$ cat src/hw/rtl/tkc_pkg.sv
// ============================================================================
// tkc_pkg - shared definitions for the top-k count tracker
// Default sizes and the result flag bundle passed from the list core.
// ============================================================================
package tkc_pkg;

    localparam int TOP_SIZE_DEF   = 10;
    localparam int ID_BITS_DEF    = 16;
    localparam int COUNT_BITS_DEF = 32;

    // result flags of one update
    typedef struct packed {
        logic entered;
        logic evicted_valid;
    } flags_t;

endpackage

$ cat src/hw/rtl/tkc_in_stage.sv
// ============================================================================
// tkc_in_stage - input register
// Captures one play event per transfer and holds it until the list core
// takes it.
// ============================================================================
module tkc_in_stage #(
    parameter int ID_BITS    = tkc_pkg::ID_BITS_DEF,
    parameter int COUNT_BITS = tkc_pkg::COUNT_BITS_DEF
) (
    input  logic                  aclk,
    input  logic                  aresetn,
    input  logic                  s_valid,
    output logic                  s_ready,
    input  logic [ID_BITS-1:0]    s_item_id,
    input  logic [COUNT_BITS-1:0] s_prior_count,
    input  logic                  take,
    output logic                  item_valid,
    output logic [ID_BITS-1:0]    item_id,
    output logic [COUNT_BITS-1:0] item_count
);

    logic                  valid_reg;
    logic                  valid_next;
    logic [ID_BITS-1:0]    id_reg;
    logic [COUNT_BITS-1:0] cnt_reg;
    logic                  load;

    assign s_ready = !valid_reg || take;
    assign load    = s_valid && s_ready;

    always_comb begin
        valid_next = valid_reg;
        if (load) begin
            valid_next = 1'b1;
        end else if (take) begin
            valid_next = 1'b0;
        end
    end

    always_ff @(posedge aclk) begin
        if (!aresetn) begin
            valid_reg <= 1'b0;
        end else begin
            valid_reg <= valid_next;
        end
    end

    always_ff @(posedge aclk) begin
        if (load) begin
            id_reg  <= s_item_id;
            cnt_reg <= s_prior_count;
        end
    end

    assign item_valid = valid_reg;
    assign item_id    = id_reg;
    assign item_count = cnt_reg;

endmodule

$ cat src/hw/rtl/tkc_list.sv
// ============================================================================
// tkc_list - ranked list storage, update logic and result register
// Compares the held item against every entry in parallel, applies one
// move-up or insert per cycle while the result side keeps up, and registers the result.
// ============================================================================
module tkc_list #(
    parameter int TOP_SIZE   = tkc_pkg::TOP_SIZE_DEF,
    parameter int ID_BITS    = tkc_pkg::ID_BITS_DEF,
    parameter int COUNT_BITS = tkc_pkg::COUNT_BITS_DEF,
    parameter int RANK_W     = $clog2(TOP_SIZE + 1)
) (
    input  logic                  aclk,
    input  logic                  aresetn,
    input  logic                  item_valid,
    input  logic [ID_BITS-1:0]    item_id,
    input  logic [COUNT_BITS-1:0] item_count,
    output logic                  take,
    output logic                  m_valid,
    input  logic                  m_ready,
    output logic [RANK_W-1:0]     rank,
    output tkc_pkg::flags_t       flags,
    output logic [ID_BITS-1:0]    evicted_id,
    output logic [RANK_W-1:0]     list_size
);

    localparam logic [RANK_W-1:0] FULL = RANK_W'(TOP_SIZE);

    logic [ID_BITS-1:0]    ids_reg  [TOP_SIZE];
    logic [ID_BITS-1:0]    ids_next [TOP_SIZE];
    logic [COUNT_BITS-1:0] cnts_reg [TOP_SIZE];
    logic [COUNT_BITS-1:0] cnts_next[TOP_SIZE];
    logic [RANK_W-1:0]     size_reg;
    logic [RANK_W-1:0]     size_next;

    logic                  out_valid_reg;
    logic [RANK_W-1:0]     rank_reg;
    logic [RANK_W-1:0]     rank_next;
    tkc_pkg::flags_t       flags_reg;
    tkc_pkg::flags_t       flags_next;
    logic [ID_BITS-1:0]    ev_id_reg;
    logic [ID_BITS-1:0]    ev_id_next;

    logic [COUNT_BITS-1:0] cnt_inc;
    logic [TOP_SIZE-1:0]   match;
    logic [TOP_SIZE-1:0]   ge;
    logic [TOP_SIZE-1:0]   le;
    logic [TOP_SIZE-1:0]   eq;
    logic                  found;
    logic [RANK_W-1:0]     hit_idx;
    logic [RANK_W-1:0]     up_pos;
    logic                  any_le;
    logic                  eq_first;
    logic [RANK_W-1:0]     first_le;
    logic [RANK_W-1:0]     ins_pos;
    logic                  reject;

    assign take = item_valid && (!out_valid_reg || m_ready);

    assign cnt_inc = (item_count == {COUNT_BITS{1'b1}}) ? item_count
                                                        : item_count + COUNT_BITS'(1);

    // per-entry compares, only entries below the fill count take part in match and le
    always_comb begin
        for (int j = 0; j < TOP_SIZE; j++) begin
            match[j] = (RANK_W'(j) < size_reg) && (ids_reg[j] == item_id);
            ge[j]    = cnts_reg[j] >= cnt_inc;
            le[j]    = (RANK_W'(j) < size_reg) && (cnts_reg[j] <= cnt_inc);
            eq[j]    = cnts_reg[j] == cnt_inc;
        end
    end

    // priority encoders: first match, first entry not above the new count
    always_comb begin
        found    = 1'b0;
        hit_idx  = '0;
        any_le   = 1'b0;
        first_le = '0;
        eq_first = 1'b0;
        for (int j = TOP_SIZE - 1; j >= 0; j--) begin
            if (match[j]) begin
                found   = 1'b1;
                hit_idx = RANK_W'(j);
            end
            if (le[j]) begin
                any_le   = 1'b1;
                first_le = RANK_W'(j);
                eq_first = eq[j];
            end
        end
    end

    // listed item moves up to just behind the last entry ahead of it that is not smaller
    always_comb begin
        up_pos = '0;
        for (int j = 0; j < TOP_SIZE; j++) begin
            if (RANK_W'(j) < hit_idx && ge[j]) begin
                up_pos = RANK_W'(j + 1);
            end
        end
    end

    assign ins_pos = any_le ? first_le + {{(RANK_W-1){1'b0}}, eq_first} : size_reg;
    assign reject  = (size_reg == FULL) && !le[TOP_SIZE-1];

    always_comb begin
        for (int j = 0; j < TOP_SIZE; j++) begin
            ids_next[j]  = ids_reg[j];
            cnts_next[j] = cnts_reg[j];
        end
        size_next  = size_reg;
        rank_next  = FULL;
        flags_next = '0;
        ev_id_next = '0;
        if (found) begin
            for (int j = 0; j < TOP_SIZE; j++) begin
                if (RANK_W'(j) == up_pos) begin
                    ids_next[j]  = item_id;
                    cnts_next[j] = cnt_inc;
                end else if (j > 0 && RANK_W'(j) > up_pos && RANK_W'(j) <= hit_idx) begin
                    ids_next[j]  = ids_reg[j-1];
                    cnts_next[j] = cnts_reg[j-1];
                end
            end
            rank_next = up_pos;
        end else if (reject) begin
            rank_next = FULL;
        end else if (ins_pos >= FULL) begin
            // lands past the tail of a full list: the item itself drops out
            flags_next.evicted_valid = 1'b1;
            ev_id_next               = item_id;
        end else begin
            for (int j = 0; j < TOP_SIZE; j++) begin
                if (RANK_W'(j) == ins_pos) begin
                    ids_next[j]  = item_id;
                    cnts_next[j] = cnt_inc;
                end else if (j > 0 && RANK_W'(j) > ins_pos) begin
                    ids_next[j]  = ids_reg[j-1];
                    cnts_next[j] = cnts_reg[j-1];
                end
            end
            if (size_reg == FULL) begin
                flags_next.evicted_valid = 1'b1;
                ev_id_next               = ids_reg[TOP_SIZE-1];
            end else begin
                size_next = size_reg + RANK_W'(1);
            end
            flags_next.entered = 1'b1;
            rank_next          = ins_pos;
        end
    end

    always_ff @(posedge aclk) begin
        if (!aresetn) begin
            size_reg      <= '0;
            out_valid_reg <= 1'b0;
        end else begin
            if (take) begin
                size_reg      <= size_next;
                out_valid_reg <= 1'b1;
            end else if (m_ready) begin
                out_valid_reg <= 1'b0;
            end
        end
    end

    always_ff @(posedge aclk) begin
        if (take) begin
            for (int j = 0; j < TOP_SIZE; j++) begin
                ids_reg[j]  <= ids_next[j];
                cnts_reg[j] <= cnts_next[j];
            end
            rank_reg  <= rank_next;
            flags_reg <= flags_next;
            ev_id_reg <= ev_id_next;
        end
    end

    assign m_valid    = out_valid_reg;
    assign rank       = rank_reg;
    assign flags      = flags_reg;
    assign evicted_id = ev_id_reg;
    assign list_size  = size_reg;

    a_size_bound: assert property (@(posedge aclk) disable iff (!aresetn)
        size_reg <= FULL)
        else $error("fill count beyond list depth");

    a_size_hold: assert property (@(posedge aclk) disable iff (!aresetn)
        !take |=> $stable(size_reg))
        else $error("fill count changed without an update");

    a_take_result: assert property (@(posedge aclk) disable iff (!aresetn)
        take |=> out_valid_reg)
        else $error("update without a result");

    a_entered_rank: assert property (@(posedge aclk) disable iff (!aresetn)
        (out_valid_reg && flags_reg.entered) |-> (rank_reg < FULL && size_reg != '0))
        else $error("inserted item not listed");

endmodule

$ cat src/hw/rtl/top_k_count_tracker_unit.sv
// ============================================================================
// top_k_count_tracker_unit - ranked play-count list
// Keeps the TOP_SIZE most played items in count order and reports each update.
// ============================================================================
// One play event is taken per cycle when the result side keeps up. Each event
// sits in an input register, is compared against all list entries at once,
// and its move-up or insert is written to the list, with the result into the
// result register, once that register is free or being read. The list starts
// empty after reset; no clearing pass is needed.
module top_k_count_tracker_unit #(
    parameter int TOP_SIZE   = tkc_pkg::TOP_SIZE_DEF,
    parameter int ID_BITS    = tkc_pkg::ID_BITS_DEF,
    parameter int COUNT_BITS = tkc_pkg::COUNT_BITS_DEF,
    parameter int RANK_W     = $clog2(TOP_SIZE + 1)
) (
    input  logic                  aclk,
    input  logic                  aresetn,
    input  logic                  s_valid,
    output logic                  s_ready,
    input  logic [ID_BITS-1:0]    s_item_id,
    input  logic [COUNT_BITS-1:0] s_prior_count,
    output logic                  m_valid,
    input  logic                  m_ready,
    output logic [RANK_W-1:0]     m_rank,
    output logic                  m_entered,
    output logic                  m_evicted_valid,
    output logic [ID_BITS-1:0]    m_evicted_id,
    output logic [RANK_W-1:0]     m_list_size
);

    logic                  item_valid;
    logic [ID_BITS-1:0]    item_id;
    logic [COUNT_BITS-1:0] item_count;
    logic                  take;
    tkc_pkg::flags_t       flags;

    tkc_in_stage #(
        .ID_BITS    (ID_BITS),
        .COUNT_BITS (COUNT_BITS)
    ) u_in_stage (
        .aclk          (aclk),
        .aresetn       (aresetn),
        .s_valid       (s_valid),
        .s_ready       (s_ready),
        .s_item_id     (s_item_id),
        .s_prior_count (s_prior_count),
        .take          (take),
        .item_valid    (item_valid),
        .item_id       (item_id),
        .item_count    (item_count)
    );

    tkc_list #(
        .TOP_SIZE   (TOP_SIZE),
        .ID_BITS    (ID_BITS),
        .COUNT_BITS (COUNT_BITS),
        .RANK_W     (RANK_W)
    ) u_list (
        .aclk       (aclk),
        .aresetn    (aresetn),
        .item_valid (item_valid),
        .item_id    (item_id),
        .item_count (item_count),
        .take       (take),
        .m_valid    (m_valid),
        .m_ready    (m_ready),
        .rank       (m_rank),
        .flags      (flags),
        .evicted_id (m_evicted_id),
        .list_size  (m_list_size)
    );

    assign m_entered       = flags.entered;
    assign m_evicted_valid = flags.evicted_valid;

endmodule
$ cat config.mk
export PLATFORM = sky130hd
export DESIGN_NAME = top_k_count_tracker_unit
export DESIGN_NICKNAME = d
export VERILOG_FILES = /design/src/hw/rtl/tkc_pkg.sv /design/src/hw/rtl/tkc_in_stage.sv /design/src/hw/rtl/tkc_list.sv /design/src/hw/rtl/top_k_count_tracker_unit.sv
export SDC_FILE = /design/constraint.sdc
export NUM_CORES = 2
export LEC_CHECK = 0
export BUFFER_PORTS_ARGS = -buffer_cell sky130_fd_sc_hd__buf_2
export CAP_MARGIN = 30
export CORE_MARGIN = 2
export CORE_UTILIZATION = 50
export CTS_CLUSTER_SIZE = 10
export DETAILED_ROUTE_END_ITERATION = 8
export PLACE_DENSITY = 0.71
export SETUP_SLACK_MARGIN = 0.2
export SLEW_MARGIN = 20
export SYNTH_ARGS = -nofsm -noshare
export SYNTH_HDL_FRONTEND = slang
export SYNTH_SLANG_ARGS = --single-unit
$ cat constraint.sdc
create_clock -name aclk -period 11.9 [get_ports aclk]
set_clock_uncertainty 0.15 [all_clocks]
set_input_delay 2.38 -clock aclk [delete_from_list [all_inputs] [get_ports aclk]]
set_output_delay 2.38 -clock aclk [all_outputs]
set_load 0.01 [all_outputs]
==> qor.yml <==
logic_synthesis:
  yosysSeqAreaShare: 0.462
  synth_edf_count: 550
  synth.most_common_cell: "edfxtp_1"
  ys.flop_type: "edfxtp_1"
  synth_nets: 3425
  synth_area_sq_um: 36000
  async_reset_ff_frac: 0
  synth_cell_type_count: 100
  synth_top_area_cell: "edfxtp_1"
  synth.avg_cell_area_sq_um: 11.7
  synth_common_cells: "550 x edfxtp_1, 336 x mux2_2, 286 x ha_1, 175 x nand2_1, 127 x inv_1"
  ys_top_cells_by_area: "edfxtp_1 46%, mux2_2 11%, ha_1 9.9%"
  ys_seq_elements: 556
  synthCells: 3087
  yosysWarnings: 0
  yosysTopAreaCellShare: 0.459
sta:
  worstMarginPinSlew_ns: 0.991
  maxSlewViolCount: 0
  fin_crit_sh: 0.874
  rsz0062_at_grt: "false"
  min_period_ns: 10.40
  setup_tns_ns: 0
  maxSlewHeadroom: 0.337
  finalHoldViolations: 0
  finalSetupViolations: 0
  fmax_mhz: 96.2
floorplan:
  dieArea_sq_um: 74200
  fp.coreArea_sq_um: 71400
  ios: 80
  start_util: 0.505
  std_cell_rows: 98
  die_width_um: 272
  fp.dieH_um: 272
pwr:
  p_clk_frac: 0.382
  p_seq_frac: 0.482
  power_density_nw_per_um2: 122
  swShare: 0.263
  pwr-share-comb: 0.136
  p_sw_w: 0.00128
  internal-power_w: 0.00358
  ir_drop_uv: 109
  power.leakage_nw: 15.1
layout:
  post-route-cell-area_sq_um: 39900
  num-nets-final: 3520
  syn_to_final_growth_pct: 10.7
  fill_cells: 5865
  largest_reg_flops: 320
  drive_gt1_frac: 0.217
clock_network:
  hold_buffers: 0
  clkLatencyLatePin_ns: 0.63
  cts_tree: "built"
  clock-root-buffer: "clkbuf_16"
  cts.sinks: 556
  ctsResizeCount: 0
  post_cts_buffers: 0
  cts_buffer_depth: 3
  clk_pin_slew_ns: 0.05
  cts_buffers: 68
  cts_htree_levels: 3
placed_design:
  portBuffers: 79
  dp_hpwl_mm: 79.0
  place_area_sq_um: 37900
  gp_congestion: 0.971
global_route:
  grt_max_degree: 64
  grt_antenna_before_repair: 2
  grt_pass1_vias: 27400
  grt_overflow: 0
  grt_pass1_wl_mm: 162
  grtUsageTotal: 0.284
worst_setup_path:
  cp_max_fo: 18
  crit_arrival_ns: 10.61
  cp_slowest_stage_delay_ns: 0.64
  r2r_cells: 33
  end_kind: "register"
  crit_required_ns: 12.11
  path_class: "reg -> reg"
  critPathSlowestCell: "a2111oi_0"
  crit_top_cell: "buf_4"
  crit_path_start_kind: "register"
drt:
  vias: 27100
  finalWirelength_mm: 107
  wire_per_inst_um: 25.6
  avgViaCountPerCell: 6.51
  drt_drc_violations_left: 0
  drtIter0Drc: 2917
  ant_nets: 0
  first_pass_iters: 6
status:
  status: "finished clean"
job:
  max_cap_violations: 0
worst_hold_path:
  min_path_cells: 0
  hp-class: "reg -> reg"
path summary, 6_finish.rpt:
check | start | to | slack (ns)
max | u_in_stage.item_count[1] | u_list.cnts_reg[4][8] | 1.50
min | u_in_stage.item_id[7] | u_list.ids_reg[0][7] | 0.38
max reg2reg | u_in_stage.item_count[1] | u_list.cnts_reg[4][8] | 1.50
min reg2reg | u_in_stage.item_id[7] | u_list.ids_reg[0][7] | 0.38
routing by layer:
metal	vias up	global-route usage	part of all wire
met5	-	0	0
met4	0	0.119	0.039
met2	1198	0.478	0.48
met3	263	0.0447	0.070
li1	12100	-	-
met1	13500	0.366	0.41
layout by cell type, fill, tap and decap left out, types with 87 or more instances in the layout:
master,n
ha_1,286
inv_1,127
xor2_1,87
nand2_1,175
buf_4,101
edfxtp_1,550
nor2_1,105
mux2_2,336
nand4_1,104
a21oi_1,112
xnor2_1,114
power by group through the flow:
stage / Sequential, W / Clock, W / Combinational (W)
2_1_floorplan: 0.00236 / 0 / 0.000436
3_3_place_gp: 0.00238 / 0 / 0.000617
3_5_place_dp: 0.00238 / 0 / 0.000644
4_1_cts: 0.00234 / 0.00188 / 0.000649
5_1_grt: 0.00235 / 0.00196 / 0.000718
6_report: 0.00234 / 0.00185 / 0.000659
area by class of cell:
class	count	area (sq um)	share of cell area
diodes	2	5.00	0.000126
clock buffers	85	1790	0.0448
clock inverters	13	95.1	0.00239
inverters	130	488	0.0122
multi-input cells	2230	18300	0.459
flip-flops and latches	556	16600	0.417
well taps	950	1190	0.0298
repair buffers	196	1370	0.0344
per-stage QoR:
step / power (W) / setup slack [ns] / hold WS [ns] / utilization / instances
finish: 0.00486 / 1.50 / 0.383 / 0.558 / 4162
global route: 0.00503 / 0.820 / 0.400 / 0.558 / 4160
CTS: 0.00487 / 0.861 / 0.383 / 0.558 / 4153
detailed placement: 0.00302 / 0.907 / 0.368 / 0.531 / 4055
global placement: 0.00299 / 0.919 / 0.354 / 0.531 / 4052
floorplan: 0.00279 / 1.00 / 0.335 / - / 3087
critical path, delay by kind of cell (launching register included):
family	cells	cell delay, ns
mux	1	0.39
xor+xnor	1	0.15
flops	1	0.47
simple gates	11	3.02
compound gates	12	3.75
fa+ha+maj	3	0.84
buf+inv	5	1.34
kinds of logic (layout without fill, tap and decap cells):
| family | count (synthesis) | after routing | synth area share |
|---|---|---|---|
| and+or+nand+nor | 750 | 750 | 0.114 |
| AOI/OAI and AO/OA | 596 | 596 | 0.114 |
| adders and majority gates | 288 | 288 | 0.100 |
| muxes | 393 | 393 | 0.124 |
| xor gates and xnor gates | 203 | 203 | 0.0494 |
| buffers and inverters | 301 | 424 | 0.0363 |
| DFF | 556 | 556 | 0.462 |
| other | 0 | 2 | 0 |
No activity file was read; power rests on OpenSTA's default activity.
